## src/hw/rtl/tlcc_pkg.sv

```systemverilog
// tlcc_pkg: shared types, codes and helpers of the telephone line call control
// used by every module of the block; depends on nothing
`default_nettype none

package tlcc_pkg;

  // number of lines by default
  localparam int LINES_DEFAULT = 16;
  // lines addressable by the 4-bit line fields
  localparam int LINE_FIELD_MAX = 16;
  // depth of the queue between front and back
  localparam int QUEUE_DEPTH = 2;

  typedef enum logic [1:0] {
    CMD_PICKUP = 2'd0,
    CMD_HANGUP = 2'd1,
    CMD_DIAL   = 2'd2,
    CMD_CHAT   = 2'd3
  } cmd_e;

  typedef enum logic [2:0] {
    ST_ON_HOOK   = 3'd0,
    ST_RINGING   = 3'd1,
    ST_DIAL_TONE = 3'd2,
    ST_RING_BACK = 3'd3,
    ST_BUSY      = 3'd4,
    ST_CONNECTED = 3'd5,
    ST_ERROR     = 3'd6
  } line_state_e;

  localparam logic KIND_NOTICE = 1'b0;
  localparam logic KIND_CHAT   = 1'b1;
  localparam logic STATUS_OK   = 1'b0;
  localparam logic STATUS_ERR  = 1'b1;

  // classified event as it travels from front to back
  typedef struct packed {
    cmd_e       cmd;
    logic       line_ok;
    logic [3:0] line;
    logic [3:0] target_line;
    logic       target_ok;
  } item_t;

  // one result item
  typedef struct packed {
    logic        kind;
    logic [3:0]  dest_line;
    line_state_e line_state;
    logic [3:0]  peer_ext;
    logic        status;
    logic        last;
  } res_t;

  // state notice: the peer is only shown while connected
  function automatic res_t make_notice(input logic [3:0] dest, input line_state_e st,
                                       input logic [3:0] peer, input logic status,
                                       input logic last);
    res_t r;
    r.kind       = KIND_NOTICE;
    r.dest_line  = dest;
    r.line_state = st;
    r.peer_ext   = (st == ST_CONNECTED) ? peer : 4'd0;
    r.status     = status;
    r.last       = last;
    return r;
  endfunction

endpackage

`default_nettype wire

```

## src/hw/rtl/tlcc_front.sv

```systemverilog
// tlcc_front: takes input items, checks line and target against the line count
// and holds one classified item for the queue; uses tlcc_pkg
`default_nettype none

module tlcc_front #(
  parameter int LINES = tlcc_pkg::LINES_DEFAULT
) (
  input  wire logic          clk_i,
  input  wire logic          rst_ni,
  input  wire logic          in_valid_i,
  output logic               in_stall_o,
  input  wire logic [1:0]    cmd_i,
  input  wire logic [3:0]    line_i,
  input  wire logic [3:0]    target_line_i,
  input  wire logic          target_valid_i,
  output logic               push_o,
  input  wire logic          full_i,
  output tlcc_pkg::item_t    item_o
);

  logic            front_valid_q, front_valid_d;
  tlcc_pkg::item_t front_q, front_d;
  logic            accept;

  assign in_stall_o = front_valid_q && full_i;
  assign accept     = in_valid_i && !in_stall_o;
  assign push_o     = front_valid_q && !full_i;
  assign item_o     = front_q;

  always_comb begin
    front_d.cmd         = tlcc_pkg::cmd_e'(cmd_i);
    front_d.line        = line_i;
    front_d.line_ok     = 32'(line_i) < 32'(LINES);
    front_d.target_line = target_line_i;
    front_d.target_ok   = target_valid_i && (32'(target_line_i) < 32'(LINES));
    front_valid_d       = accept ? 1'b1 : (front_valid_q && !push_o);
  end

  always_ff @(posedge clk_i or negedge rst_ni) begin
    if (!rst_ni) begin
      front_valid_q <= 1'b0;
    end else begin
      front_valid_q <= front_valid_d;
    end
  end

  always_ff @(posedge clk_i) begin
    if (accept) begin
      front_q <= front_d;
    end
  end

endmodule

`default_nettype wire

```

## src/hw/rtl/tlcc_queue.sv

```systemverilog
// tlcc_queue: short fifo of classified items between front and back
// uses tlcc_pkg for the item type and depth
`default_nettype none

module tlcc_queue (
  input  wire logic             clk_i,
  input  wire logic             rst_ni,
  input  wire logic             push_i,
  input  wire tlcc_pkg::item_t  item_i,
  output logic                  full_o,
  input  wire logic             pop_i,
  output logic                  valid_o,
  output tlcc_pkg::item_t       item_o
);

  localparam int PTRW = (tlcc_pkg::QUEUE_DEPTH > 1) ? $clog2(tlcc_pkg::QUEUE_DEPTH) : 1;
  localparam int CNTW = $clog2(tlcc_pkg::QUEUE_DEPTH + 1);

  tlcc_pkg::item_t slots_q [tlcc_pkg::QUEUE_DEPTH];
  logic [PTRW-1:0] wr_ptr_q, wr_ptr_d, rd_ptr_q, rd_ptr_d;
  logic [CNTW-1:0] count_q, count_d;
  logic            do_push, do_pop;

  assign full_o  = count_q == CNTW'(tlcc_pkg::QUEUE_DEPTH);
  assign valid_o = count_q != '0;
  assign item_o  = slots_q[rd_ptr_q];
  assign do_push = push_i && !full_o;
  assign do_pop  = pop_i && valid_o;

  function automatic logic [PTRW-1:0] next_ptr(input logic [PTRW-1:0] p);
    logic [PTRW-1:0] n;
    n = (32'(p) == tlcc_pkg::QUEUE_DEPTH - 1) ? '0 : p + PTRW'(1);
    return n;
  endfunction

  always_comb begin
    wr_ptr_d = do_push ? next_ptr(wr_ptr_q) : wr_ptr_q;
    rd_ptr_d = do_pop ? next_ptr(rd_ptr_q) : rd_ptr_q;
    count_d  = count_q + CNTW'(do_push) - CNTW'(do_pop);
  end

  always_ff @(posedge clk_i or negedge rst_ni) begin
    if (!rst_ni) begin
      wr_ptr_q <= '0;
      rd_ptr_q <= '0;
      count_q  <= '0;
    end else begin
      wr_ptr_q <= wr_ptr_d;
      rd_ptr_q <= rd_ptr_d;
      count_q  <= count_d;
    end
  end

  always_ff @(posedge clk_i) begin
    if (do_push) begin
      slots_q[wr_ptr_q] <= item_i;
    end
  end

endmodule

`default_nettype wire

```

## src/hw/rtl/tlcc_back.sv

```systemverilog
// tlcc_back: line table memory, event sequencer and result register
// uses tlcc_pkg; fed by tlcc_queue
`default_nettype none

module tlcc_back #(
  parameter int LINES = tlcc_pkg::LINES_DEFAULT
) (
  input  wire logic             clk_i,
  input  wire logic             rst_ni,
  input  wire logic             q_valid_i,
  input  wire tlcc_pkg::item_t  q_item_i,
  output logic                  q_pop_o,
  output logic                  out_valid_o,
  input  wire logic             out_stall_i,
  output tlcc_pkg::res_t        out_o
);

  localparam int STORE = (LINES > tlcc_pkg::LINE_FIELD_MAX) ? tlcc_pkg::LINE_FIELD_MAX : LINES;
  localparam int IDXW  = (STORE > 1) ? $clog2(STORE) : 1;

  typedef struct packed {
    tlcc_pkg::line_state_e st;
    logic [3:0]            peer;
  } entry_t;

  typedef enum logic [5:0] {
    S_IDLE   = 6'b000001,
    S_READ   = 6'b000010,
    S_EXEC   = 6'b000100,
    S_WRITE2 = 6'b001000,
    S_EMIT0  = 6'b010000,
    S_EMIT1  = 6'b100000
  } back_state_e;

  back_state_e state_q, state_d;

  // line table, entries read as on hook with no peer until first written
  entry_t           mem_q [STORE];
  logic [STORE-1:0] written_q;
  logic [IDXW-1:0]  rd_a_addr, rd_b_addr, wr_addr;
  logic             we;
  entry_t           wr_data;
  entry_t           rd_a_q, rd_b_q, ent_a, ent_b;
  logic             rd_a_vld_q, rd_b_vld_q;

  tlcc_pkg::item_t  item_q;
  entry_t           own_q, tgt_q;

  // results of the execute step
  tlcc_pkg::res_t   r0, r1, res0_q, res1_q;
  logic             two, two_q;
  logic             w0_en, w1_en, w1_en_q;
  logic [3:0]       w0_line, w1_line, w1_line_q;
  entry_t           w0_data, w1_data, w1_data_q;

  tlcc_pkg::res_t   out_q;
  logic             out_valid_q, out_valid_d, can_load, emit;

  assign ent_a = rd_a_vld_q ? rd_a_q : '0;
  assign ent_b = rd_b_vld_q ? rd_b_q : '0;

  assign can_load    = !out_valid_q || !out_stall_i;
  assign out_valid_o = out_valid_q;
  assign out_o       = out_q;
  assign q_pop_o     = (state_q == S_IDLE) && q_valid_i;

  // read addresses: own line and target first, then the peer of the own line
  assign rd_a_addr = q_item_i.line[IDXW-1:0];
  assign rd_b_addr = (state_q == S_READ) ? ent_a.peer[IDXW-1:0]
                                         : q_item_i.target_line[IDXW-1:0];

  // event decode on the looked-up entries
  always_comb begin
    tlcc_pkg::line_state_e st;
    logic [3:0]            pl;
    st      = own_q.st;
    pl      = own_q.peer;
    r0      = tlcc_pkg::make_notice(item_q.line, st, pl, tlcc_pkg::STATUS_OK, 1'b1);
    r1      = r0;
    two     = 1'b0;
    w0_en   = 1'b0;
    w0_line = item_q.line;
    w0_data = own_q;
    w1_en   = 1'b0;
    w1_line = pl;
    w1_data = ent_b;
    if (!item_q.line_ok) begin
      r0.dest_line  = item_q.line;
      r0.line_state = tlcc_pkg::ST_ERROR;
      r0.peer_ext   = 4'd0;
      r0.status     = tlcc_pkg::STATUS_ERR;
    end else begin
      case (item_q.cmd)
        tlcc_pkg::CMD_PICKUP: begin
          if (st == tlcc_pkg::ST_ON_HOOK) begin
            w0_en      = 1'b1;
            w0_data.st = tlcc_pkg::ST_DIAL_TONE;
            r0 = tlcc_pkg::make_notice(item_q.line, tlcc_pkg::ST_DIAL_TONE, pl,
                                       tlcc_pkg::STATUS_OK, 1'b1);
          end else if (st == tlcc_pkg::ST_RINGING) begin
            w0_en      = 1'b1;
            w0_data.st = tlcc_pkg::ST_CONNECTED;
            w1_en      = 1'b1;
            w1_data.st = tlcc_pkg::ST_CONNECTED;
            two        = 1'b1;
            r0 = tlcc_pkg::make_notice(item_q.line, tlcc_pkg::ST_CONNECTED, pl,
                                       tlcc_pkg::STATUS_OK, 1'b0);
            r1 = tlcc_pkg::make_notice(pl, tlcc_pkg::ST_CONNECTED, ent_b.peer,
                                       tlcc_pkg::STATUS_OK, 1'b1);
          end
        end
        tlcc_pkg::CMD_HANGUP: begin
          w0_en = 1'b1;
          if (st == tlcc_pkg::ST_CONNECTED || st == tlcc_pkg::ST_RINGING ||
              st == tlcc_pkg::ST_RING_BACK) begin
            w0_data.st   = tlcc_pkg::ST_ON_HOOK;
            w0_data.peer = 4'd0;
            w1_en        = 1'b1;
            w1_data.st   = (st == tlcc_pkg::ST_RING_BACK) ? tlcc_pkg::ST_ON_HOOK
                                                          : tlcc_pkg::ST_DIAL_TONE;
            w1_data.peer = 4'd0;
            two          = 1'b1;
            r0 = tlcc_pkg::make_notice(item_q.line, tlcc_pkg::ST_ON_HOOK, 4'd0,
                                       tlcc_pkg::STATUS_OK, 1'b0);
            r1 = tlcc_pkg::make_notice(pl, w1_data.st, 4'd0, tlcc_pkg::STATUS_OK, 1'b1);
          end else begin
            w0_data.st = tlcc_pkg::ST_ON_HOOK;
            r0 = tlcc_pkg::make_notice(item_q.line, tlcc_pkg::ST_ON_HOOK, pl,
                                       tlcc_pkg::STATUS_OK, 1'b1);
          end
        end
        tlcc_pkg::CMD_DIAL: begin
          if (st == tlcc_pkg::ST_DIAL_TONE) begin
            w0_en = 1'b1;
            if (!item_q.target_ok) begin
              w0_data.st = tlcc_pkg::ST_ERROR;
              r0 = tlcc_pkg::make_notice(item_q.line, tlcc_pkg::ST_ERROR, pl,
                                         tlcc_pkg::STATUS_ERR, 1'b1);
            end else if (item_q.target_line == item_q.line ||
                         tgt_q.st != tlcc_pkg::ST_ON_HOOK) begin
              w0_data.st = tlcc_pkg::ST_BUSY;
              r0 = tlcc_pkg::make_notice(item_q.line, tlcc_pkg::ST_BUSY, pl,
                                         tlcc_pkg::STATUS_OK, 1'b1);
            end else begin
              w0_data.st   = tlcc_pkg::ST_RING_BACK;
              w0_data.peer = item_q.target_line;
              w1_en        = 1'b1;
              w1_line      = item_q.target_line;
              w1_data.st   = tlcc_pkg::ST_RINGING;
              w1_data.peer = item_q.line;
              two          = 1'b1;
              r0 = tlcc_pkg::make_notice(item_q.line, tlcc_pkg::ST_RING_BACK, 4'd0,
                                         tlcc_pkg::STATUS_OK, 1'b0);
              r1 = tlcc_pkg::make_notice(item_q.target_line, tlcc_pkg::ST_RINGING, 4'd0,
                                         tlcc_pkg::STATUS_OK, 1'b1);
            end
          end
        end
        tlcc_pkg::CMD_CHAT: begin
          if (st != tlcc_pkg::ST_CONNECTED) begin
            r0.status = tlcc_pkg::STATUS_ERR;
          end else begin
            two           = 1'b1;
            r0.kind       = tlcc_pkg::KIND_CHAT;
            r0.dest_line  = pl;
            r0.line_state = tlcc_pkg::ST_CONNECTED;
            r0.peer_ext   = item_q.line;
            r0.status     = tlcc_pkg::STATUS_OK;
            r0.last       = 1'b0;
            r1 = tlcc_pkg::make_notice(item_q.line, tlcc_pkg::ST_CONNECTED, pl,
                                       tlcc_pkg::STATUS_OK, 1'b1);
          end
        end
        default: begin
          r0.status = tlcc_pkg::STATUS_ERR;
        end
      endcase
    end
  end

  // single write port: own line in the execute step, the other line after it
  always_comb begin
    we      = 1'b0;
    wr_addr = w0_line[IDXW-1:0];
    wr_data = w0_data;
    if (state_q == S_EXEC) begin
      we = w0_en;
    end else if (state_q == S_WRITE2) begin
      we      = w1_en_q;
      wr_addr = w1_line_q[IDXW-1:0];
      wr_data = w1_data_q;
    end
  end

  always_comb begin
    state_d = state_q;
    emit    = 1'b0;
    case (state_q)
      S_IDLE:   if (q_valid_i) state_d = S_READ;
      S_READ:   state_d = S_EXEC;
      S_EXEC:   state_d = S_WRITE2;
      S_WRITE2: state_d = S_EMIT0;
      S_EMIT0: begin
        if (can_load) begin
          emit    = 1'b1;
          state_d = two_q ? S_EMIT1 : S_IDLE;
        end
      end
      S_EMIT1: begin
        if (can_load) begin
          emit    = 1'b1;
          state_d = S_IDLE;
        end
      end
      default: state_d = S_IDLE;
    endcase
    out_valid_d = emit ? 1'b1 : (out_valid_q && out_stall_i);
  end

  always_ff @(posedge clk_i or negedge rst_ni) begin
    if (!rst_ni) begin
      state_q     <= S_IDLE;
      out_valid_q <= 1'b0;
      written_q   <= '0;
    end else begin
      state_q     <= state_d;
      out_valid_q <= out_valid_d;
      if (we) begin
        written_q[wr_addr] <= 1'b1;
      end
    end
  end

  // memory ports, registered read data
  always_ff @(posedge clk_i) begin
    if (we) begin
      mem_q[wr_addr] <= wr_data;
    end
    rd_a_q     <= mem_q[rd_a_addr];
    rd_a_vld_q <= written_q[rd_a_addr];
    rd_b_q     <= mem_q[rd_b_addr];
    rd_b_vld_q <= written_q[rd_b_addr];
  end

  // item and result payload
  always_ff @(posedge clk_i) begin
    if (q_pop_o) begin
      item_q <= q_item_i;
    end
    if (state_q == S_READ) begin
      own_q <= ent_a;
      tgt_q <= ent_b;
    end
    if (state_q == S_EXEC) begin
      res0_q    <= r0;
      res1_q    <= r1;
      two_q     <= two;
      w1_en_q   <= w1_en;
      w1_line_q <= w1_line;
      w1_data_q <= w1_data;
    end
    if (emit) begin
      out_q <= (state_q == S_EMIT1) ? res1_q : res0_q;
    end
  end

endmodule

`default_nettype wire

```

## src/hw/rtl/telephone_line_call_control_top.sv

```systemverilog
// telephone_line_call_control_top: call control for a set of telephone lines
// ties tlcc_front, tlcc_queue and tlcc_back together; uses tlcc_pkg
//
// usage
// - input channel: in_valid_i with cmd_i, line_i, target_line_i, target_valid_i;
//   an item is taken at a clock edge with in_valid_i high and in_stall_o low
// - output channel: out_valid_o with kind_o, dest_line_o, line_state_o,
//   peer_ext_o, status_o, last_o; a result is taken when out_stall_i is low
// - each item gives one or two results, the final one with last_o set
// - when idle, an item passes the front register and the queue into the back
//   end; the back end takes a new item only once done with the last one, its
//   sequencer stepping through read own line and target, read peer, execute,
//   second table write and each result through the output register, over the
//   single write port of the line table
// - the front register and a two-item queue keep taking items while the back
//   end works, so in_stall_o rises only when both are full
// - when out_stall_i is high the result register holds, the back end waits,
//   and after the queue fills the input stalls too
// - reset (rst_ni low, asynchronous) puts every line on hook with no peer and
//   empties the queue and output; no clearing pass, the table is usable at once
// - LINES sets the number of lines; line numbers at or above it are rejected
`default_nettype none

module telephone_line_call_control_top #(
  parameter int LINES = tlcc_pkg::LINES_DEFAULT
) (
  input  wire logic       clk_i,
  input  wire logic       rst_ni,
  input  wire logic       in_valid_i,
  output logic            in_stall_o,
  input  wire logic [1:0] cmd_i,
  input  wire logic [3:0] line_i,
  input  wire logic [3:0] target_line_i,
  input  wire logic       target_valid_i,
  output logic            out_valid_o,
  input  wire logic       out_stall_i,
  output logic            kind_o,
  output logic [3:0]      dest_line_o,
  output logic [2:0]      line_state_o,
  output logic [3:0]      peer_ext_o,
  output logic            status_o,
  output logic            last_o
);

  // front to queue
  logic            push;
  logic            full;
  tlcc_pkg::item_t front_item;

  // queue to back
  logic            q_valid;
  logic            q_pop;
  tlcc_pkg::item_t q_item;

  tlcc_pkg::res_t  res;

  // classify incoming events
  tlcc_front #(
    .LINES(LINES)
  ) u_front (
    .clk_i          (clk_i),
    .rst_ni         (rst_ni),
    .in_valid_i     (in_valid_i),
    .in_stall_o     (in_stall_o),
    .cmd_i          (cmd_i),
    .line_i         (line_i),
    .target_line_i  (target_line_i),
    .target_valid_i (target_valid_i),
    .push_o         (push),
    .full_i         (full),
    .item_o         (front_item)
  );

  // decouples the front from the sequencer
  tlcc_queue u_queue (
    .clk_i   (clk_i),
    .rst_ni  (rst_ni),
    .push_i  (push),
    .item_i  (front_item),
    .full_o  (full),
    .pop_i   (q_pop),
    .valid_o (q_valid),
    .item_o  (q_item)
  );

  // line table and event execution
  tlcc_back #(
    .LINES(LINES)
  ) u_back (
    .clk_i       (clk_i),
    .rst_ni      (rst_ni),
    .q_valid_i   (q_valid),
    .q_item_i    (q_item),
    .q_pop_o     (q_pop),
    .out_valid_o (out_valid_o),
    .out_stall_i (out_stall_i),
    .out_o       (res)
  );

  assign kind_o       = res.kind;
  assign dest_line_o  = res.dest_line;
  assign line_state_o = res.line_state;
  assign peer_ext_o   = res.peer_ext;
  assign status_o     = res.status;
  assign last_o       = res.last;

endmodule

`default_nettype wire

```

## config.mk

```make
export PLATFORM = sky130hd
export DESIGN_NAME = telephone_line_call_control_top
export DESIGN_NICKNAME = d
export VERILOG_FILES = /design/src/hw/rtl/tlcc_pkg.sv /design/src/hw/rtl/tlcc_front.sv /design/src/hw/rtl/tlcc_queue.sv /design/src/hw/rtl/tlcc_back.sv /design/src/hw/rtl/telephone_line_call_control_top.sv
export SDC_FILE = /design/constraint.sdc
export NUM_CORES = 1
export LEC_CHECK = 0
export BUFFER_PORTS_ARGS = -buffer_cell sky130_fd_sc_hd__buf_4
export CORE_MARGIN = 8
export CORE_UTILIZATION = 50
export DETAILED_ROUTE_END_ITERATION = 8
export PLACE_DENSITY = 0.66
export SETUP_SLACK_MARGIN = 0.5
export SYNTH_ARGS = -nofsm -noshare
export SYNTH_HDL_FRONTEND = slang
export SYNTH_SLANG_ARGS = --single-unit
```

## constraint.sdc

```tcl
create_clock -name clk_i -period 7.6 [get_ports clk_i]
set_input_delay 1.9 -clock clk_i [delete_from_list [all_inputs] [get_ports clk_i]]
set_output_delay 1.9 -clock clk_i [all_outputs]
set_load 0.005 [all_outputs]
```

Word level (Yosys, flattened, before mapping)
Memory sizes are Yosys's and may differ from the RTL's. A register that Yosys moved wholly into a read port is not among the register bits.
Index checks and enable logic that the tools add are counted.
{ "op_classes": {"addsub": 4, "order_cmp": 4, "n_eq_ne": 19, "mux": 88, "bitwise": 1, "reduce_logical": 24} }
{ "op_table": {"columns": ["op", "count"], "rows": [
  ["$pmux 14 s4", 2],
  ["$mux 13", 7],
  ["$mux 7", 10],
  ["$mux 9", 6],
  ["$mux 4", 11],
  ["$pmux 6 s6", 1],
  ["$mux 1", 27],
  ["$mux 12", 2],
  ["$mux 6", 4],
  ["$mux 3", 6],
  ["$pmux 3 s3", 2],
  ["$or 16x16->16", 1],
  ["$pmux 4 s2", 2],
  ["$lt 4x5->1 const B", 3],
  ["$mux 14", 1],
  ["$logic_and 1x1->1", 9],
  ["$bmux 1 s4", 2],
  ["$eq 2x2->1 const B", 3],
  ["$eq 3x2->1 const B", 2],
  ["$eq 6x1->1 const B", 1],
  ["$eq 6x2->1 const B", 1],
  ["$eq 6x3->1 const B", 1],
  ["$eq 6x4->1 const B", 1],
  ["$eq 6x5->1 const B", 1],
  ["23 further kinds", 34]
]} }
{ "totals": {"ff_bits": 118, "ramBits": 134, "input_bits": 15, "out_inout_bits": 16, "word_cells": 186, "mem_count": 2} }
{ "mem_list": {"columns": ["memory", "depth", "width", "read_ports", "rd_ports_with_merged_regs", "wr", "line", "text"], "rows": [
  ["u_back.mem_q", 16, 7, 2, 2, 1, "tlcc_back.sv:38", "entry_t mem_q [STORE];"],
  ["u_queue.slots_q", 2, 11, 1, 0, 1, "tlcc_queue.sv:19", "tlcc_pkg::item_t slots_q [tlcc_pkg::QUEUE_DEPTH];"]
]} }

Longest topological paths before layout
{ "logic_depth": {"depth_word": 9, "ltp_mapped": 10, "mapped_depth_nobuf": 9} }

By module
Synthesis repeated with hierarchy kept, for this count alone.
{ "unflattened": {"cells_unflattened": 802, "area_unflattened_um2": 12005.3} }
{ "by_module_without_submodules": {"columns": ["module", "instances", "cells_per_inst", "area_per_inst_um2", "seq_area_each_um2"], "rows": [
  ["tlcc_back", 1, 729, 10542.6, 6482.5],
  ["tlcc_queue", 1, 55, 1068.5, 820.8],
  ["tlcc_front", 1, 18, 394.1, 355.3]
]} }

Least setup slack after synthesis
No wires, ideal clock.
{ "synth_timing": {"path_type": "register to register", "startpoint": "register u_back.state_q[5]", "endpoint": "memory u_back.mem_q[2][0] (netlist name), enable pin", "setup_ns": 0.326, "arrival_ns": 5.100, "t_required_ns": 7.274, "path_slack_ns": 2.174, "path_stages_with_launch": 8, "n_path_buf": 1, "synth_period_minus_slack_ns": 5.426, "path_cell_list": "dfrtp_1 > buf_6 > or4_1 > nor3b_1 > o211ai_1 > nand2_1 > a21boi_1 > and2_1"} }
{ "synth_between": {"elab_chain_cells": 5, "elab_cells_between_ends": 8, "classes_between": "eq/ne (2); mux (6)"} }
{ "synth_lines": {"columns": ["element", "line", "text"], "rows": [
  ["start, declared", "tlcc_back.sv:35", "back_state_e state_q, state_d;"],
  ["start signal, assigned", "tlcc_back.sv:226", "state_q <= state_d;"],
  ["$eq 6x4->1", "tlcc_back.sv:188", "end else if (state_q == S_WRITE2) begin"],
  ["$mux 1", "tlcc_back.sv:188", null],
  ["$mux 1", "tlcc_back.sv:186", "if (state_q == S_EXEC) begin"],
  ["$mux 1", "tlcc_back.sv:236", "if (we) begin"],
  ["$mux 1 (not written as such)", "tlcc_back.sv:237", "mem_q[wr_addr] <= wr_data;"],
  ["end, declared", "tlcc_back.sv:38", null]
]} }
Parallel ways exist; a longest one is shown, timed or not.

Worst setup path in the final report
{ "layout_timing": {"startpoint": "register u_back.state_q[5]", "endpoint": "register, netlist name u_back.rd_b_q[3]"} }
{ "layout_between": {"elab_chain_cells": 2} }
{ "layout_lines": {"columns": ["element", "line", "text"], "rows": [
  ["$eq 6x2->1", "tlcc_back.sv:69", "assign rd_b_addr = (state_q == S_READ) ? ent_a.peer[IDXW-1:0]"],
  ["$mux 4", "tlcc_back.sv:69", null]
]} }
Every way passes these cells.
A chain may end at the register's enable or synchronous reset.

==> out/metrics.yaml <==
holdCritStartpoint: "u_front.item_o[11]"
antenna_found_initial: 0
fp.dieW_um: 172
path_cells: "nor4b_1, nand3_1, nand2_2, mux2i_1, o2111ai_1, or3_1"
final_nets: 1056
async_reset_ff_frac: 0.107
tns_ns: 0
vias: 8384
portBuffers: 30
dr.pass1.iters: 5
synth_fp_nets: 1045
yosysSeqAreaShare: 0.624
cts_setup_buffers: 0
grt_max_degree: 65
hp-class: "reg -> reg"
r2r_start: "u_back.state_q[5]"
gp_congestion: 0.907
cts_resized: 0
wl_per_cell_um: 21.9
synth_top_area_share: 0.539
ys_ff_latch: 262
cpPeakStageDelay_ns: 1.07
highest_layer: "met4"
synth-edff-count: 218
drt_iter0_drc: 821
drc: 0
clk_pin_slew_worst_paths_ns: 0.06
rsz0062_at_grt: "no"
ys.flop_type: "edfxtp_1"
dr_wl_met2_um: 14000
fill_cells: 2056
synthToLayoutAreaGrowth_pct: 11.7
holdWs_ns: 0.444
cts_tree: "done"
worstSetupStartpoint: "u_back.state_q[5]"
globalRoute.totalOverflow: 0
drive_gt1_frac: 0.117
cp-end-kind: "register"
antenna_cells: 0
synth_area_leaders: "edfxtp_1 54%, dfrtp_1 5.6%, nand2_1 5.0%"
synthTopCellsByCount: "218 x edfxtp_1, 163 x nand2_1, 61 x and3_1, 45 x clkbuf_1"
crit_fanout: 40
maxCapViolations: 0
crit_slowest_cell: "nand2_2"
ios: 31
postSynthAreaPerCell_um2: 11.9
cp.required_ns: 8.01
clock_sinks: 262
rrSetupSlack_ns: 3.76
ir_drop_v: 0.000266
power_density_nw_per_um2: 411
start_kind: "register"
syn_area_um2: 12100
tightest_slew_ns: 1.29
wl_met3_um: 2270
worstSkewPairLatency_ns: 0.54
max_freq_ghz: 0.261
cts_buffers: 27
cts_buffer_depth: 3
r2r_cells: 6
r2r-end: "u_back.rd_b_q[3]"
yosysUniqueCellTypes: 60
ant_nets: 0
dp.final_hpwl_um: 19900
initial_core_util: 0.504
slew_headroom: 0.136
rows: 57
synth_top_area_cell: "edfxtp_1"
p_leak_nw: 5.17
min_path_cells: 0
synthCells: 1024
grt_usage: 0.205
wl_met1_um: 13200
synth_warnings: 0
finalClockSkew_ns: 0.0146
grt_pass1_vias: 8047
vias_per_cell: 6.08
die_h_um: 172
setup_violations: 0
grt_first_pass_wirelength_um: 46500
slew_viol_final: 0
min_period_ns: 3.84
status: "completed"
core_um2: 24100
arrival_ns: 4.25
hold_buffers: 0
synthMostInstantiatedCell: "edfxtp_1"
hold_viol: 0
root_buffer: "clkbuf_16"
critPathKind: "reg -> reg"
finalWirelength_um: 30200
h-tree-depth: 1
finalCritPeriodShare: 0.505
dieArea_um2: 29500
min_to: "u_queue.slots_q[0][10]"
registers in the layout (all words and copies together) (netlist names), 2 cells and up:
register,flops
u_back.mem_q,112
u_queue.slots_q,22
u_back.written_q,16
u_back.out_o,14
u_back.res0_q,14
u_back.res1_q,11
u_front.item_o,11
u_back.item_q,7
u_back.own_q,7
u_back.rd_a_q,7
u_back.rd_b_q,7
u_back.w1_data_q,7
u_back.state_q,6
u_back.w0_line,4
u_back.w1_line_q,4
u_back.tgt_q,3
u_queue.count_q,2
routing by layer:
layer	global-route usage	vias up
li1	-	3879
met1	0.285	4065
met2	0.331	385
met3	0.0303	55
met4	0.0566	0
met5	0	-
how the worst max path moves through the flow:
stage                               to  slack, ns  cells past startpoint
floorplan           u_back.mem_q[2][0]       2.17                      7
global placement      u_back.rd_b_q[1]       3.92                      6
detailed placement    u_back.rd_b_q[3]       3.82                      6
CTS                   u_back.rd_b_q[3]       3.81                      6
global route          u_back.rd_b_q[1]       3.53                      6
finish                u_back.rd_b_q[3]       3.76                      6
worst max-delay path, delay by kind of cell, from the launching register on:
family	cells	cell delay, ns
simple gates	4	2.77
flops	1	0.47
mux	1	0.30
compound gates	1	0.12
per-stage QoR:
step                      cell area, um2  utilization  power, mW  instances  setup WS, ns
after global placement             12700        0.525       4.20       1330          3.92
after CTS                          13600        0.562       5.57       1380          3.81
after floorplan                    12100            -       3.54       1024          2.17
after detailed placement           12700        0.525       4.23       1330          3.82
after global routing               13600        0.562       5.85       1380          3.53
final                              13600        0.562       5.57       1380          3.76
final cells by class:
class	count	area [um2]	share of cell area
inverter	23	86.3	0.00637
clock inverter	18	198	0.0146
tap	324	405	0.0299
sequential	262	7570	0.558
timing repair buffer	46	345	0.0255
multi-input combinational	675	4250	0.313
clock buffer	32	704	0.0520
cells in the final DEF, fill, tap and decap left out, types with 5 or more instances in the layout:
master,netlist,routed
a211oi_1,30,30
a21boi_0,26,26
a21o_1,17,17
a21oi_1,25,24
a22o_1,9,9
a311oi_1,16,16
a31oi_1,16,16
a32o_1,8,8
and2_1,28,28
and3_1,61,61
buf_4,0,46
clkbuf_16,0,27
clkinv_1,1,5
clkinv_2,0,6
dfrtp_1,27,27
dfxtp_1,16,16
edfxtp_1,218,218
ha_1,6,6
inv_1,22,21
mux2_2,22,22
mux2i_1,35,32
nand2_1,163,162
nand2b_1,5,5
nand3_1,29,29
nand3b_1,10,10
nor2_1,35,35
nor3_1,8,8
o2111ai_1,8,8
o21ai_0,33,32
o21ai_1,6,6
o22ai_1,9,9
or3_1,11,11
xor2_1,6,6
logic make-up (layout without fill, tap and decap cells):
family / Yosys count / in the layout / share of synthesized area
flip-flops: 262 / 262 / 0.624
XOR/XNOR: 9 / 9 / 0.00649
AND/OR/NAND/NOR: 367 / 367 / 0.147
adder cells (fa/ha/maj): 6 / 6 / 0.00618
multiplexers: 57 / 57 / 0.0493
AO/OA/AOI/OAI: 236 / 236 / 0.137
buffers and inverters: 87 / 119 / 0.0301
power breakdown:
part | switching, mW | leakage, nW | internal [mW]
Combinational | 1.37 | 2.23 | 0.687
Clock | 0.546 | 0.440 | 0.798
Sequential | 0.194 | 2.50 | 1.98
Total | 2.11 | 5.17 | 3.47
Note: power is estimated with default switching activity, not from simulation.
